### src/design/crc_checked_frame_receiver_macros.svh
// ----------------------------------------------------------------------------
// Assertion macros for the CRC checked frame receiver
// Shorthand for clocked implication checks with an active-low reset.
// ----------------------------------------------------------------------------
`ifndef CRC_CHECKED_FRAME_RECEIVER_MACROS_SVH
`define CRC_CHECKED_FRAME_RECEIVER_MACROS_SVH

// Same-cycle implication, disabled while reset is asserted.
`define CFR_ASSERT_IMPLY(label, clk, rst_n, ante, cons) \
  label: assert property (@(posedge clk) disable iff (!(rst_n)) (ante) |-> (cons)) \
    else $error("frame receiver check failed");

// Next-cycle implication, disabled while reset is asserted.
`define CFR_ASSERT_NEXT(label, clk, rst_n, ante, cons) \
  label: assert property (@(posedge clk) disable iff (!(rst_n)) (ante) |=> (cons)) \
    else $error("frame receiver check failed");

`endif

### src/design/cfr_pkg.sv
// ----------------------------------------------------------------------------
// CRC checked frame receiver package
// Frame constants, item codes, parser state codes and the CRC-16/ARC step.
// ----------------------------------------------------------------------------
package cfr_pkg;

  // Header as it reads little-endian from the wire: AA CA AC BB.
  localparam logic [31:0] FrameHeader = 32'hBBAC_CAAA;
  localparam logic [15:0] CrcPoly     = 16'hA001;
  localparam logic [15:0] CrcInit     = 16'h0000;
  localparam logic [31:0] MinLen      = 32'd4;

  // Kind of a result item.
  typedef enum logic [1:0] {
    KindFlags = 2'd0,
    KindCmd   = 2'd1,
    KindBody  = 2'd2,
    KindEnd   = 2'd3
  } item_kind_e;

  // Parser phase, one-hot.
  typedef enum logic [3:0] {
    PhHunt    = 4'b0001,
    PhLen     = 4'b0010,
    PhPayload = 4'b0100,
    PhCrc     = 4'b1000
  } phase_e;

  // One result item from the parser.
  typedef struct packed {
    logic       valid;
    item_kind_e kind;
    logic [7:0] data;
    logic       good;
  } cfr_result_t;

  // One byte of reflected CRC-16/ARC.
  function automatic logic [15:0] crc16_arc_byte(logic [15:0] crc, logic [7:0] b);
    logic [15:0] c;
    c = crc ^ {8'h00, b};
    for (int k = 0; k < 8; k++) begin
      if (c[0]) begin
        c = (c >> 1) ^ CrcPoly;
      end else begin
        c = c >> 1;
      end
    end
    return c;
  endfunction

  // CRC over the four header bytes, evaluated at elaboration.
  function automatic logic [15:0] header_crc();
    logic [15:0] c;
    c = CrcInit;
    for (int k = 0; k < 4; k++) begin
      c = crc16_arc_byte(c, FrameHeader[8*k +: 8]);
    end
    return c;
  endfunction

  localparam logic [15:0] HeaderCrc = header_crc();

endpackage

### src/design/cfr_deframer.sv
// ----------------------------------------------------------------------------
// CRC checked frame receiver parser
// Header hunt, length capture, payload tagging and CRC check, one byte a step.
// ----------------------------------------------------------------------------
`include "crc_checked_frame_receiver_macros.svh"

module cfr_deframer
  import cfr_pkg::*;
#(
  parameter int MAX_DATA_LEN = 4096
) (
  input  logic        clk_i,
  input  logic        rst_ni,
  input  logic        step_i,
  input  logic [7:0]  byte_i,
  output cfr_result_t result_o
);

  // Payload count holds at most MAX_DATA_LEN - 2.
  localparam int          RemW   = $clog2(MAX_DATA_LEN - 1);
  localparam logic [31:0] MaxLen = 32'(MAX_DATA_LEN);

  phase_e            phase_q, phase_d;
  logic [31:0]       window_q, window_d;
  logic [2:0]        fill_q, fill_d;
  logic [23:0]       len_q, len_d;
  logic [RemW-1:0]   rem_q, rem_d;
  logic [15:0]       crc_q, crc_d;
  logic [7:0]        crc_lo_q, crc_lo_d;
  logic [1:0]        pos_q, pos_d;
  logic [31:0]       len_full;
  logic [31:0]       window_shift;
  logic [15:0]       crc_next;

  assign len_full     = {byte_i, len_q};
  assign window_shift = {byte_i, window_q[31:8]};
  assign crc_next     = crc16_arc_byte(crc_q, byte_i);

  // Next state and result for the byte at hand.
  always_comb begin
    phase_d  = phase_q;
    window_d = window_q;
    fill_d   = fill_q;
    len_d    = len_q;
    rem_d    = rem_q;
    crc_d    = crc_q;
    crc_lo_d = crc_lo_q;
    pos_d    = pos_q;
    result_o = '0;
    case (phase_q)
      PhHunt: begin
        window_d = window_shift;
        if (fill_q < 3'd4) begin
          fill_d = fill_q + 3'd1;
        end
        if (fill_d >= 3'd4 && window_shift == FrameHeader) begin
          crc_d   = HeaderCrc;
          fill_d  = 3'd0;
          phase_d = PhLen;
        end
      end
      PhLen: begin
        crc_d  = crc_next;
        fill_d = fill_q + 3'd1;
        if (fill_q[1:0] != 2'd3) begin
          len_d[8*fill_q[1:0] +: 8] = byte_i;
        end else if (len_full < MinLen || len_full > MaxLen) begin
          // Bad length: drop the header only and rescan the length bytes.
          window_d = len_full;
          fill_d   = 3'd4;
          phase_d  = PhHunt;
          if (len_full == FrameHeader) begin
            crc_d   = HeaderCrc;
            fill_d  = 3'd0;
            phase_d = PhLen;
          end
        end else begin
          rem_d   = RemW'(len_full[RemW-1:0] - RemW'(2));
          pos_d   = 2'd0;
          fill_d  = 3'd0;
          phase_d = PhPayload;
        end
      end
      PhPayload: begin
        crc_d = crc_next;
        rem_d = rem_q - RemW'(1);
        if (pos_q != 2'd2) begin
          pos_d = pos_q + 2'd1;
        end
        if (rem_q == RemW'(1)) begin
          fill_d  = 3'd0;
          phase_d = PhCrc;
        end
        result_o.valid = 1'b1;
        result_o.data  = byte_i;
        case (pos_q)
          2'd0:    result_o.kind = KindFlags;
          2'd1:    result_o.kind = KindCmd;
          default: result_o.kind = KindBody;
        endcase
      end
      PhCrc: begin
        if (fill_q == 3'd0) begin
          crc_lo_d = byte_i;
          fill_d   = 3'd1;
        end else begin
          result_o.valid = 1'b1;
          result_o.kind  = KindEnd;
          result_o.good  = ({byte_i, crc_lo_q} == crc_q);
          window_d       = '0;
          fill_d         = 3'd0;
          phase_d        = PhHunt;
        end
      end
      default: begin
        window_d = '0;
        fill_d   = 3'd0;
        phase_d  = PhHunt;
      end
    endcase
  end

  // Control state.
  always_ff @(posedge clk_i or negedge rst_ni) begin
    if (!rst_ni) begin
      phase_q  <= PhHunt;
      window_q <= '0;
      fill_q   <= '0;
      rem_q    <= '0;
      pos_q    <= '0;
      crc_q    <= CrcInit;
    end else if (step_i) begin
      phase_q  <= phase_d;
      window_q <= window_d;
      fill_q   <= fill_d;
      rem_q    <= rem_d;
      pos_q    <= pos_d;
      crc_q    <= crc_d;
    end
  end

  // Captured length and CRC bytes, always written before they are read.
  always_ff @(posedge clk_i) begin
    if (step_i) begin
      len_q    <= len_d;
      crc_lo_q <= crc_lo_d;
    end
  end

  `CFR_ASSERT_IMPLY(a_payload_count, clk_i, rst_ni, phase_q == PhPayload, rem_q != '0)
  `CFR_ASSERT_IMPLY(a_len_fill, clk_i, rst_ni, phase_q == PhLen, fill_q < 3'd4)
  `CFR_ASSERT_NEXT(a_end_restarts, clk_i, rst_ni,
      step_i && phase_q == PhCrc && fill_q != 3'd0, phase_q == PhHunt && fill_q == 3'd0)

endmodule

### src/design/crc_checked_frame_receiver.sv
// ----------------------------------------------------------------------------
// CRC checked frame receiver
// Deframes a byte stream with header, length and CRC-16/ARC trailer.
// ----------------------------------------------------------------------------
// The receiver takes one byte per cycle while the master side keeps up: each
// byte passes an input register, the parser's combinational update (including
// the unrolled byte-wide CRC step) and an output register, from which its
// result is presented on the master side. Flags, command and
// body bytes are forwarded as they arrive; the second CRC byte yields a frame
// end item whose good flag tells the consumer whether to keep the frame.
// Lengths below 4 or above MAX_DATA_LEN drop only the header and rescan the
// length bytes. Back-pressure on the master side stalls the input only when a
// result is pending and the output register is still occupied.
`include "crc_checked_frame_receiver_macros.svh"

module crc_checked_frame_receiver
  import cfr_pkg::*;
#(
  parameter int MAX_DATA_LEN = 4096
) (
  input  logic       clk_i,
  input  logic       rst_ni,
  input  logic       s_axis_tvalid,
  output logic       s_axis_tready,
  input  logic [7:0] s_axis_tdata,   // [7:0] rx_byte
  output logic       m_axis_tvalid,
  input  logic       m_axis_tready,
  output logic [7:0] m_axis_tdata,   // [7:0] item_byte
  output logic [2:0] m_axis_tuser    // [1:0] item_kind, [2] frame_good
);

  logic        in_valid_q;
  logic [7:0]  in_byte_q;
  logic        out_valid_q;
  logic [7:0]  out_byte_q;
  item_kind_e  out_kind_q;
  logic        out_good_q;
  logic        out_free;
  logic        step;
  cfr_result_t res;

  // The held byte moves on unless it makes a result with nowhere to go.
  assign out_free      = !out_valid_q || m_axis_tready;
  assign step          = in_valid_q && (!res.valid || out_free);
  assign s_axis_tready = !in_valid_q || step;

  cfr_deframer #(
    .MAX_DATA_LEN(MAX_DATA_LEN)
  ) u_deframer (
    .clk_i   (clk_i),
    .rst_ni  (rst_ni),
    .step_i  (step),
    .byte_i  (in_byte_q),
    .result_o(res)
  );

  // Input register.
  always_ff @(posedge clk_i or negedge rst_ni) begin
    if (!rst_ni) begin
      in_valid_q <= 1'b0;
    end else if (s_axis_tready) begin
      in_valid_q <= s_axis_tvalid;
    end
  end

  always_ff @(posedge clk_i) begin
    if (s_axis_tready && s_axis_tvalid) begin
      in_byte_q <= s_axis_tdata;
    end
  end

  // Output register.
  always_ff @(posedge clk_i or negedge rst_ni) begin
    if (!rst_ni) begin
      out_valid_q <= 1'b0;
    end else if (step && res.valid) begin
      out_valid_q <= 1'b1;
    end else if (m_axis_tready) begin
      out_valid_q <= 1'b0;
    end
  end

  always_ff @(posedge clk_i) begin
    if (step && res.valid) begin
      out_byte_q <= res.data;
      out_kind_q <= res.kind;
      out_good_q <= res.good;
    end
  end

  assign m_axis_tvalid = out_valid_q;
  assign m_axis_tdata  = out_byte_q;
  assign m_axis_tuser  = {out_good_q, out_kind_q};

  `CFR_ASSERT_NEXT(a_result_loaded, clk_i, rst_ni, step && res.valid, out_valid_q)
  `CFR_ASSERT_IMPLY(a_stall_cause, clk_i, rst_ni, in_valid_q && !step,
      res.valid && out_valid_q && !m_axis_tready)
  `CFR_ASSERT_NEXT(a_input_held, clk_i, rst_ni, s_axis_tvalid && s_axis_tready, in_valid_q)

endmodule
### config.mk
export PLATFORM = sky130hd
export DESIGN_NAME = crc_checked_frame_receiver
export DESIGN_NICKNAME = d
export VERILOG_FILES = /design/src/design/cfr_pkg.sv /design/src/design/cfr_deframer.sv /design/src/design/crc_checked_frame_receiver.sv
export VERILOG_INCLUDE_DIRS = /design/src /design/src/design
export SDC_FILE = /design/constraint.sdc
export NUM_CORES = 1
export LEC_CHECK = 0
export BUFFER_PORTS_ARGS = -buffer_cell sky130_fd_sc_hd__buf_2
export CAP_MARGIN = 30
export CORE_MARGIN = 4
export CORE_UTILIZATION = 46
export DETAILED_ROUTE_END_ITERATION = 6
export GPL_TIMING_DRIVEN = 0
export PLACE_DENSITY_LB_ADDON = 0.12
export SYNTH_ARGS = -nofsm -noshare
export SYNTH_HDL_FRONTEND = slang
export SYNTH_SLANG_ARGS = --single-unit
export TNS_END_PERCENT = 50
### constraint.sdc
create_clock -name clk_i -period 6 [get_ports clk_i]
set_clock_uncertainty 0.2 [all_clocks]
set_input_delay 0.6 -clock clk_i [delete_from_list [all_inputs] [get_ports clk_i]]
set_output_delay 0.6 -clock clk_i [all_outputs]
set_load 0.05 [all_outputs]
==> flow_summary.ini, run 1 <==
[sta]
maxSlewHeadroom_pct = 29.9
drv_slew = 0
finalCritPeriodShare_pct = 65.4
finalHoldViolCount = 0
timing_worst_slew_pin_value_ns = 1.04
rsz0062_at_grt = no
setup_tns_ns = 0
min_period_ns = 3.92
setup_viol = 0
fmax_mhz = 255
layout_setup_ws_ns = 2.08

[critical_path]
cp.arrival_ns = 4.07
rrSetupSlack_ns = 2.08
crit_start = u_deframer.fill_q[0]
cp_max_fo = 10
crit_type = flop to flop
reg2reg_from = u_deframer.fill_q[0]
endpoint_kind = flop
start_kind = flop
critPathRequiredTime_ns = 6.15

[drt]
drt-initial-drc-count = 363
wl_per_cell_um = 19.6
drtAntennaViolNets = 0
drc = 0
vias = 4306
drtPass1Iterations = 5
vias_per_cell = 5.73
routed_wl_um = 14800

[min_path]
hold_class = input port to async pin

[logic_synthesis]
synthFlopType = dfrtp_1
ys_seq_area_share_pct = 51.4
avgSynthCellArea_um2 = 11.6
yosysTopAreaCell = dfrtp_1
ys_ff_latch = 114
yosysUniqueCellTypes = 65
synth_area_leaders = dfrtp_1, edfxtp_1, xor2_1, a22o_1, and2_1
synth_nets = 545
netlist_area_um2 = 6050
synth_edf_count = 51
synth_top_area_share_pct = 25.6
async_flop_share_pct = 55.3
synth.yosys.warnings = 0
synthTopCellsByCount = dfrtp_1, edfxtp_1, and2_1
synth.most_common_cell = dfrtp_1
synthCells = 522

[grt]
grt_pass1_vias = 4270
grt_first_pass_wirelength_um = 23600
grt_max_degree = 64
grt-ovfl-total = 0
grt_usage_pct = 21.0
grt_antenna_before_repair = 1

[floorplan]
core.rowCount = 41
die_area_um2 = 15100
dieWidth_um = 123
io_pins = 25
die_h_um = 123
coreArea_um2 = 12800
start_util_pct = 47.4

[placed_design]
finalWeightedCongestion = 0.854
port-buffer-count = 24
pre_cts_ws_ns = 2.24
hpwl_um = 10200

[cts]
hold_buffers = 0
cts_tree = built
root_buffer = clkbuf_16
clkLatencyLatePin_ns = 0.42
clk_pin_slew_worst_paths_ns = 0.05
numCtsBuffers = 17
clk_path_buf_depth = 2
cts_sinks = 114
post_cts_resized = 0
cts_setup_buffers = 0
htreeDepth = 4

[run_status]
status = finished clean

[power_and_ir_drop]
power_density_nw_per_um2 = 479
cellLeakagePower_nw = 2.87
peakVddDrop_mv = 0.311

[finish]
nets = 590
drive_gt1_share_pct = 17.2
syn_to_final_growth_pct = 15.6
n_antenna_cell = 0

[run]
drv_cap = 0
[layer usage]
layer  part of all wire, %  up-vias  routed length, µm  track usage (%)
li1                      -     2035                  -                -
met1                    46     2103               6760             27.8
met2                    47      144               6980             32.7
met3                   5.2       24                761             5.67
met4                   1.8        0                271             8.33
met5                     0        -                  0                0
[worst max-delay path, cell delays in order (launching register included)]
cell and delay [ns]:
dfrtp_1 0.46, inv_1 0.17, ha_1 0.24, nor2b_1 0.28, o21ai_0 0.27, a21oi_1 0.65, o21ai_1 0.49, a31oi_1 0.82
a22o_1 0.27
[worst paths after layout]
| kind | endpoint | cells past startpoint |
|---|---|---|
| setup / recovery | u_deframer.crc_q[1] | 8 |
| hold / removal | u_deframer.rem_q[5] | 1 |
| setup reg to reg | u_deframer.crc_q[1] | 8 |
| hold reg to reg | u_deframer.crc_lo_q[4] | 0 |
| max in group asynchronous | u_deframer.crc_q[5] | 1 |
| min in group clk_i | in_byte_q[5] | 1 |
[cells by family after synthesis]
logic type      Yosys count  share of synthesized area (%)
simple gates            165                           16.0
flops                   114                           51.4
compound gates          108                           13.2
xor+xnor                 47                           7.26
buf+inv                  47                           3.78
mux                      30                           6.12
fa+ha+maj                11                           2.27
[sequential cells by signal, indices dropped and copies added, names as in the netlist, 2 cells and up]
signal / flops
m_axis_tdata: 8
u_deframer.phase_q: 4
u_deframer.crc_q: 16
u_deframer.window_q: 24
u_deframer.rem_q: 12
u_deframer.fill_q: 3
u_deframer.pos_q: 2
u_deframer.crc_lo_q: 8
u_deframer.len_q: 24
in_byte_q: 8
out_kind_q: 2
[cells in the final DEF (no fill, tap or decap), types with 4 or more instances in the layout]
| cell type | instances |
|---|---|
| clkbuf_16 | 17 |
| edfxtp_1 | 51 |
| a31oi_1 | 4 |
| nand2b_1 | 7 |
| o21ai_1 | 7 |
| o21ai_0 | 21 |
| dfrtp_1 | 62 |
| and2_1 | 33 |
| o22a_1 | 9 |
| nand4_1 | 6 |
| and3_1 | 6 |
| buf_2 | 30 |
| mux2_4 | 12 |
| ha_1 | 11 |
| nand3_1 | 7 |
| a22o_1 | 24 |
| nand2_1 | 29 |
| mux2_2 | 8 |
| xor2_1 | 26 |
| o31ai_1 | 6 |
| clkbuf_1 | 16 |
| nor3_1 | 12 |
| a21oi_1 | 9 |
| xnor2_1 | 19 |
| mux2i_1 | 10 |
| nor2_1 | 20 |
| clkinv_2 | 4 |
| clkinv_4 | 5 |
| nor4_1 | 20 |
| inv_1 | 20 |
[power by group]
group / internal (W) / total [W] / switching, W
clock: 0.000649 / 0.00101 / 0.000364
sequential: 0.00102 / 0.00120 / 0.000177
combinational: 0.000535 / 0.00114 / 0.000601
total: 0.00221 / 0.00335 / 0.00114
[cell type report]
type                    instances  area (µm²)
plain buffers                  27         154
clock buffers                  18         429
clock inverters                14         165
fillers                      1107        5780
inverters                      20        75.1
multi-input cells             361        2710
flip-flops and latches        114        3110
well taps                     172         215
repair buffers                 26         135
[stage by stage]
stage | hold WS [ns] | cells | power [W] | util (%) | area [µm²]
global route | 0.132 | 752 | 0.00354 | 54.8 | 7000
global placement | 0.225 | 718 | 0.00229 | 50.0 | 6390
detailed placement | 0.229 | 719 | 0.00233 | 50.1 | 6400
floorplan | 0.104 | 522 | 0.00205 | - | 6050
finish | 0.0840 | 752 | 0.00335 | 54.8 | 7000
CTS | 0.106 | 751 | 0.00336 | 54.7 | 6990
Note: power is estimated with default switching activity, not from simulation.
==> run 2: changes to the inputs <==
==> constraint.sdc (replaced) <==
create_clock -name clk_i -period 4 [get_ports clk_i]
set_clock_uncertainty 0.2 [all_clocks]
set_input_delay 0.4 -clock clk_i [delete_from_list [all_inputs] [get_ports clk_i]]
set_output_delay 0.4 -clock clk_i [all_outputs]
set_load 0.05 [all_outputs]
==> run 2 against run 1 <==
Compared with the run above:
- first-iteration DRC count fell by 9.1%
- die area unchanged
- sequential share of layout area shrank 0.67 points
- register-to-register slack worse by 1.7 ns
- highest routed layer unchanged
- flip-flop and latch count did not move
- critical path type unchanged
- utilization is 0.83 points higher
- non-clock buffer count increased by 10
- cell count increased by 1.3%
- worst hold slack better by 0.035 ns
==> flow_summary.ini, run 2 (same netlist as run 1, synthesis figures left out) <==
[critical_path]
endpoint_kind = flop
cp.arrival_ns = 3.83
slowest_stage = a21oi_1
cp_max_fo = 10
timing.critical_path.cells = inv_1, ha_1, nor2b_1, o21ai_0, a21oi_1, o21ai_1, a31oi_2, a22o_1
crit_path_max_incr_delay_ns = 0.64
start_kind = flop
critPathRequiredTime_ns = 4.16
crit_type = flop to flop

[drt]
routed_wl_um = 14900
vias_per_cell = 5.67
drc = 0
drtAntennaViolNets = 0
vias = 4320
drt-initial-drc-count = 330
drtPass1Iterations = 5
wl_per_cell_um = 19.5

[grt]
grt_pass1_vias = 4313
grtUsageMet1_pct = 28.1
grt_first_pass_wirelength_um = 23900
top_usage_layer = met2
grt_util_met2_pct = 33.0
use_met3_pct = 5.67
grt-ovfl-total = 0
grt_antenna_before_repair = 1
grt_max_degree = 64
grt_usage_pct = 21.2

[cts]
cts_sinks = 114
clk_pin_slew_worst_paths_ns = 0.06
clk_path_buf_depth = 2
htreeDepth = 4
root_buffer = clkbuf_16
numCtsBuffers = 17
cts_setup_buffers = 0
clkLatencyLatePin_ns = 0.43
cts_tree = built

[finish]
multi_input_area_um2 = 2720
reg_top3 = u_deframer.len_q x24, u_deframer.window_q x24, u_deframer.crc_q x16
syn_to_final_growth_pct = 17.4
seq_area_um2 = 3110
drive_gt1_share_pct = 17.1
final_core_util_pct = 55.6
n_antenna_cell = 0
layout_commonest_cell = dfrtp_1
nets = 600
most-common-layout-cells = dfrtp_1, edfxtp_1, and2_1
fill_cells = 1095

[placed_design]
finalWeightedCongestion = 0.854
hpwl_um = 10200
port-buffer-count = 24

[sta]
drv_slew = 0
setup_viol = 0
finalHoldViolCount = 0
setup_tns_ns = 0
timing_worst_slew_pin_value_ns = 1.03
fmax_mhz = 273
whs_ns = 0.119
rsz0062_at_grt = no
min_period_ns = 3.67
finalCritPeriodShare_pct = 91.7
maxSlewHeadroom_pct = 31.0

[power_and_ir_drop]
cellLeakagePower_nw = 2.92
peakVddDrop_mv = 0.464
power.share.combinational_pct = 34.0
p_total_w = 0.00504
p_sw_share_pct = 34.2
sequentialPowerShare_pct = 35.7
internal_power_w = 0.00332
power_density_nw_per_um2 = 709
power.share.clock_pct = 30.3
switchingPower_w = 0.00172

[run]
drv_cap = 0

[floorplan]
core.rowCount = 41
die_area_um2 = 15100
die_h_um = 123
coreArea_um2 = 12800
io_pins = 25
dieWidth_um = 123
start_util_pct = 47.4

[min_path]
hold_class = input port to flop

[run_status]
status = finished clean
run 2: worst paths after layout:
| check | slack [ns] | cells past startpoint | endpoint | start |
|---|---|---|---|---|
| hold / removal | 0.12 | 3 | m_axis_tvalid | m_axis_tready |
| min in group asynchronous | 0.43 | 2 | u_deframer.pos_q[0] | rst_ni |
| setup / recovery | 0.33 | 8 | u_deframer.crc_q[1] | u_deframer.fill_q[0] |
| setup reg to reg | 0.33 | 8 | u_deframer.crc_q[1] | u_deframer.fill_q[0] |
| hold reg to reg | 0.24 | 0 | u_deframer.crc_lo_q[4] | in_byte_q[4] |
| max in group asynchronous | 2.63 | 2 | u_deframer.crc_q[5] | rst_ni |
run 2: timing repair:
item                                    CTS  global route
hold endpoints to repair                 71             0
endpoints found under the setup margin    0             9
hold buffers                             10             0
gates resized for setup                   0             1
run 2: per-stage QoR:
| step | cells | setup WS [ns] | area, µm² |
|---|---|---|---|
| 2_1_floorplan | 522 | 1.09 | 6050 |
| 3_3_place_gp | 718 | 0.245 | 6390 |
| 3_5_place_dp | 719 | 0.244 | 6400 |
| 4_1_cts | 761 | 0.195 | 7090 |
| 5_1_grt | 762 | 0.0980 | 7100 |
| 6_report | 762 | 0.331 | 7100 |
run 2: area by class of cell:
cell class,instances,share of cell area (%)
sequential,114,43.8
multi-input combinational,361,38.3
clock buffer,18,6.04
timing repair buffer,36,3.31
tap,172,3.03
clock inverter,14,2.33
buffer,27,2.17
inverter,20,1.06
run 2: per-layer routing:
layer | part of all wire, % | up-vias
met5 | 0 | -
met4 | 2.0 | 0
met3 | 4.4 | 28
met2 | 47 | 117
met1 | 46 | 2124
li1 | - | 2051
run 2: worst max-delay path: cells and delay by family, from the launching register on:
kind	cells	cell delay, ns
DFF	1	0.46
adders and majority gates	1	0.24
and+or+nand+nor	1	0.28
buffers and inverters	1	0.18
AOI/OAI and AO/OA	5	2.24
run 2: power by group through the flow:
stage	Sequential [W]	Combinational [W]	Clock [W]
detailed placement	0.00181	0.00168	0
finish	0.00180	0.00171	0.00153
CTS	0.00180	0.00170	0.00154
global route	0.00184	0.00189	0.00160
global placement	0.00180	0.00164	0
floorplan	0.00173	0.00134	0
==> run 3: changes to the inputs <==
--- a/config.mk
+++ b/config.mk
@@ -6,6 +6,7 @@
 export SDC_FILE = /design/constraint.sdc
 export NUM_CORES = 1
 export LEC_CHECK = 0
+export ABC_CLOCK_PERIOD_IN_PS = 4000
 export BUFFER_PORTS_ARGS = -buffer_cell sky130_fd_sc_hd__buf_2
 export CAP_MARGIN = 30
 export CORE_MARGIN = 4
@@ -13,6 +14,7 @@
 export DETAILED_ROUTE_END_ITERATION = 6
 export GPL_TIMING_DRIVEN = 0
 export PLACE_DENSITY_LB_ADDON = 0.12
+export RECOVER_POWER = 100
 export SYNTH_ARGS = -nofsm -noshare
 export SYNTH_HDL_FRONTEND = slang
 export SYNTH_SLANG_ARGS = --single-unit
==> run 3 against run 2 <==
Compared with the run above:
- die area did not move
- highest routed layer unchanged
- global-route usage did not move
- count of clock-buffer cells in the layout did not move
- sequential share of layout area rose by 0.28 points
- utilization fell by 0.35 points
- via count fell by 0.12%
- cell count did not move
- the flow now finishes with violations (max-capacitance violations, max-slew violations)
- critical endpoint is now u_deframer.window_q[19]
==> flow_summary.ini, run 3 (same netlist as run 1, synthesis figures left out) <==
[sta]
rsz0062_at_grt = no
min_period_ns = 3.70
timing_worst_slew_pin_value_ns = 1.64
drv_slew = 64
setup_tns_ns = 0
finalHoldViolCount = 0
maxSlewHeadroom_pct = -9.02
fmax_mhz = 271
setup_viol = 0
finalCritPeriodShare_pct = 92.4
layout_setup_ws_ns = 0.305

[min_path]
hold_class = input port to flop
hp-start = m_axis_tready
min_path_cells = 3

[power_and_ir_drop]
cellLeakagePower_nw = 2.82
switchingPower_w = 0.00171
power_density_nw_per_um2 = 709
sequentialPowerShare_pct = 35.9
peakVddDrop_mv = 0.466
power.share.clock_pct = 30.4
power.share.combinational_pct = 33.7
internal_power_w = 0.00329
p_sw_share_pct = 34.2

[drt]
drtAntennaViolNets = 0
drt-initial-drc-count = 365
vias = 4315
wl_per_cell_um = 19.4
routed_wl_um = 14800
drc = 0
drtPass1Iterations = 5
vias_per_cell = 5.66

[placed_design]
finalWeightedCongestion = 0.854
pre_cts_ws_ns = 0.244
hpwl_um = 10200
port-buffer-count = 24

[finish]
n_antenna_cell = 0
drive_gt1_share_pct = 13.6
multi_input_area_um2 = 2700
most-common-layout-cells = dfrtp_1, edfxtp_1, clkbuf_1
nets = 600
fill_cells = 1101
syn_to_final_growth_pct = 16.6
layout_commonest_cell = dfrtp_1
reg_top3 = u_deframer.len_q x24, u_deframer.window_q x24, u_deframer.crc_q x16
seq_area_um2 = 3110

[grt]
grt_antenna_before_repair = 1
grt_max_degree = 64
grt-ovfl-total = 0
grt_pass1_vias = 4313
grt_usage_pct = 21.2
grt_first_pass_wirelength_um = 23900

[run_status]
status = finished, violations left
violations = max-capacitance violations, max-slew violations

[cts]
cts_tree = built
clkLatencyLatePin_ns = 0.43
cts_setup_buffers = 0
numCtsBuffers = 17
clk_path_buf_depth = 2
cts_sinks = 114
clk_pin_slew_worst_paths_ns = 0.06
htreeDepth = 4
root_buffer = clkbuf_16

[critical_path]
endpoint_kind = flop
critPathRequiredTime_ns = 4.10
cp.arrival_ns = 3.79
crit_start = u_deframer.fill_q[0]
start_kind = flop
crit_type = flop to flop
crit_path_max_incr_delay_ns = 0.64
reg2reg_from = u_deframer.fill_q[0]
cp_max_fo = 10
timing.critical_path.cells = inv_1, ha_1, nor2b_1, o21ai_0, a21oi_1, nand3_1, or3_1, clkbuf_2, buf_12, mux2_1
slowest_stage = a21oi_1
r2r_cells = 10

[floorplan]
start_util_pct = 47.4
io_pins = 25
coreArea_um2 = 12800
die_area_um2 = 15100
dieWidth_um = 123
die_h_um = 123
core.rowCount = 41

[run]
drv_cap = 1
-- run 3: changes by cell type in the layout (fill, tap and decap cells not counted), sizes merged --
cell / change
buf: -17
clkbuf: +17
-- run 3: final timing paths --
kind	end	slack (ns)
worst max-delay path	u_deframer.window_q[19]	0.30
max in group asynchronous	u_deframer.window_q[26]	1.88
min in group asynchronous	u_deframer.pos_q[0]	0.75
worst min-delay path	m_axis_tvalid	0.12
worst max register to register	u_deframer.window_q[19]	0.30
worst min register to register	u_deframer.crc_lo_q[4]	0.24
-- run 3: cell type report --
cell class              count  area share [%]
clock buffers              18            6.08
well taps                 172            3.05
clock inverters            14            2.34
flip-flops and latches    114            44.1
multi-input cells         361            38.3
plain buffers              27            2.07
repair buffers             36            3.05
inverters                  20            1.06
-- run 3: what timing repair did --
item                                    CTS  global route
endpoints found under the hold margin    71             0
resized for setup                         0             1
hold buffers                             10             0
endpoints found under the setup margin    0             9
-- run 3: layer usage --
metal	global-route usage, %	vias to the layer above	wire [µm]	part of all wire [%]
met3	5.67	21	704	4.8
li1	-	2049	-	-
met5	0	-	0	0
met4	8.33	0	265	1.8
met2	33.0	119	7080	48
met1	28.1	2126	6700	45
-- run 3: power groups by stage --
stage               Sequential, W  Clock (W)  Combinational [W]
floorplan                 0.00173          0            0.00134
global placement          0.00180          0            0.00164
detailed placement        0.00181          0            0.00168
CTS                       0.00180    0.00154            0.00170
global route              0.00184    0.00160            0.00186
finish                    0.00180    0.00152            0.00169
-- run 3: worst max-delay path: cells and delay by family, from the launching register on --
family / cells / cell delay [ns]
AO/OA/AOI/OAI: 2 / 0.91
adder cells (fa/ha/maj): 1 / 0.24
buffers and inverters: 3 / 0.62
flip-flops: 1 / 0.46
multiplexers: 1 / 0.31
AND/OR/NAND/NOR: 3 / 0.82
-- run 3: metrics by stage --
step	cells	power (W)	hold WS (ns)	utilization [%]	cell area, µm²
CTS	761	0.00504	0.115	55.5	7090
finish	762	0.00500	0.122	55.2	7060
detailed placement	719	0.00349	0.229	50.1	6400
global route	762	0.00529	0.178	55.2	7060
global placement	718	0.00344	0.225	50.0	6390
floorplan	522	0.00308	-0.0956	-	6050
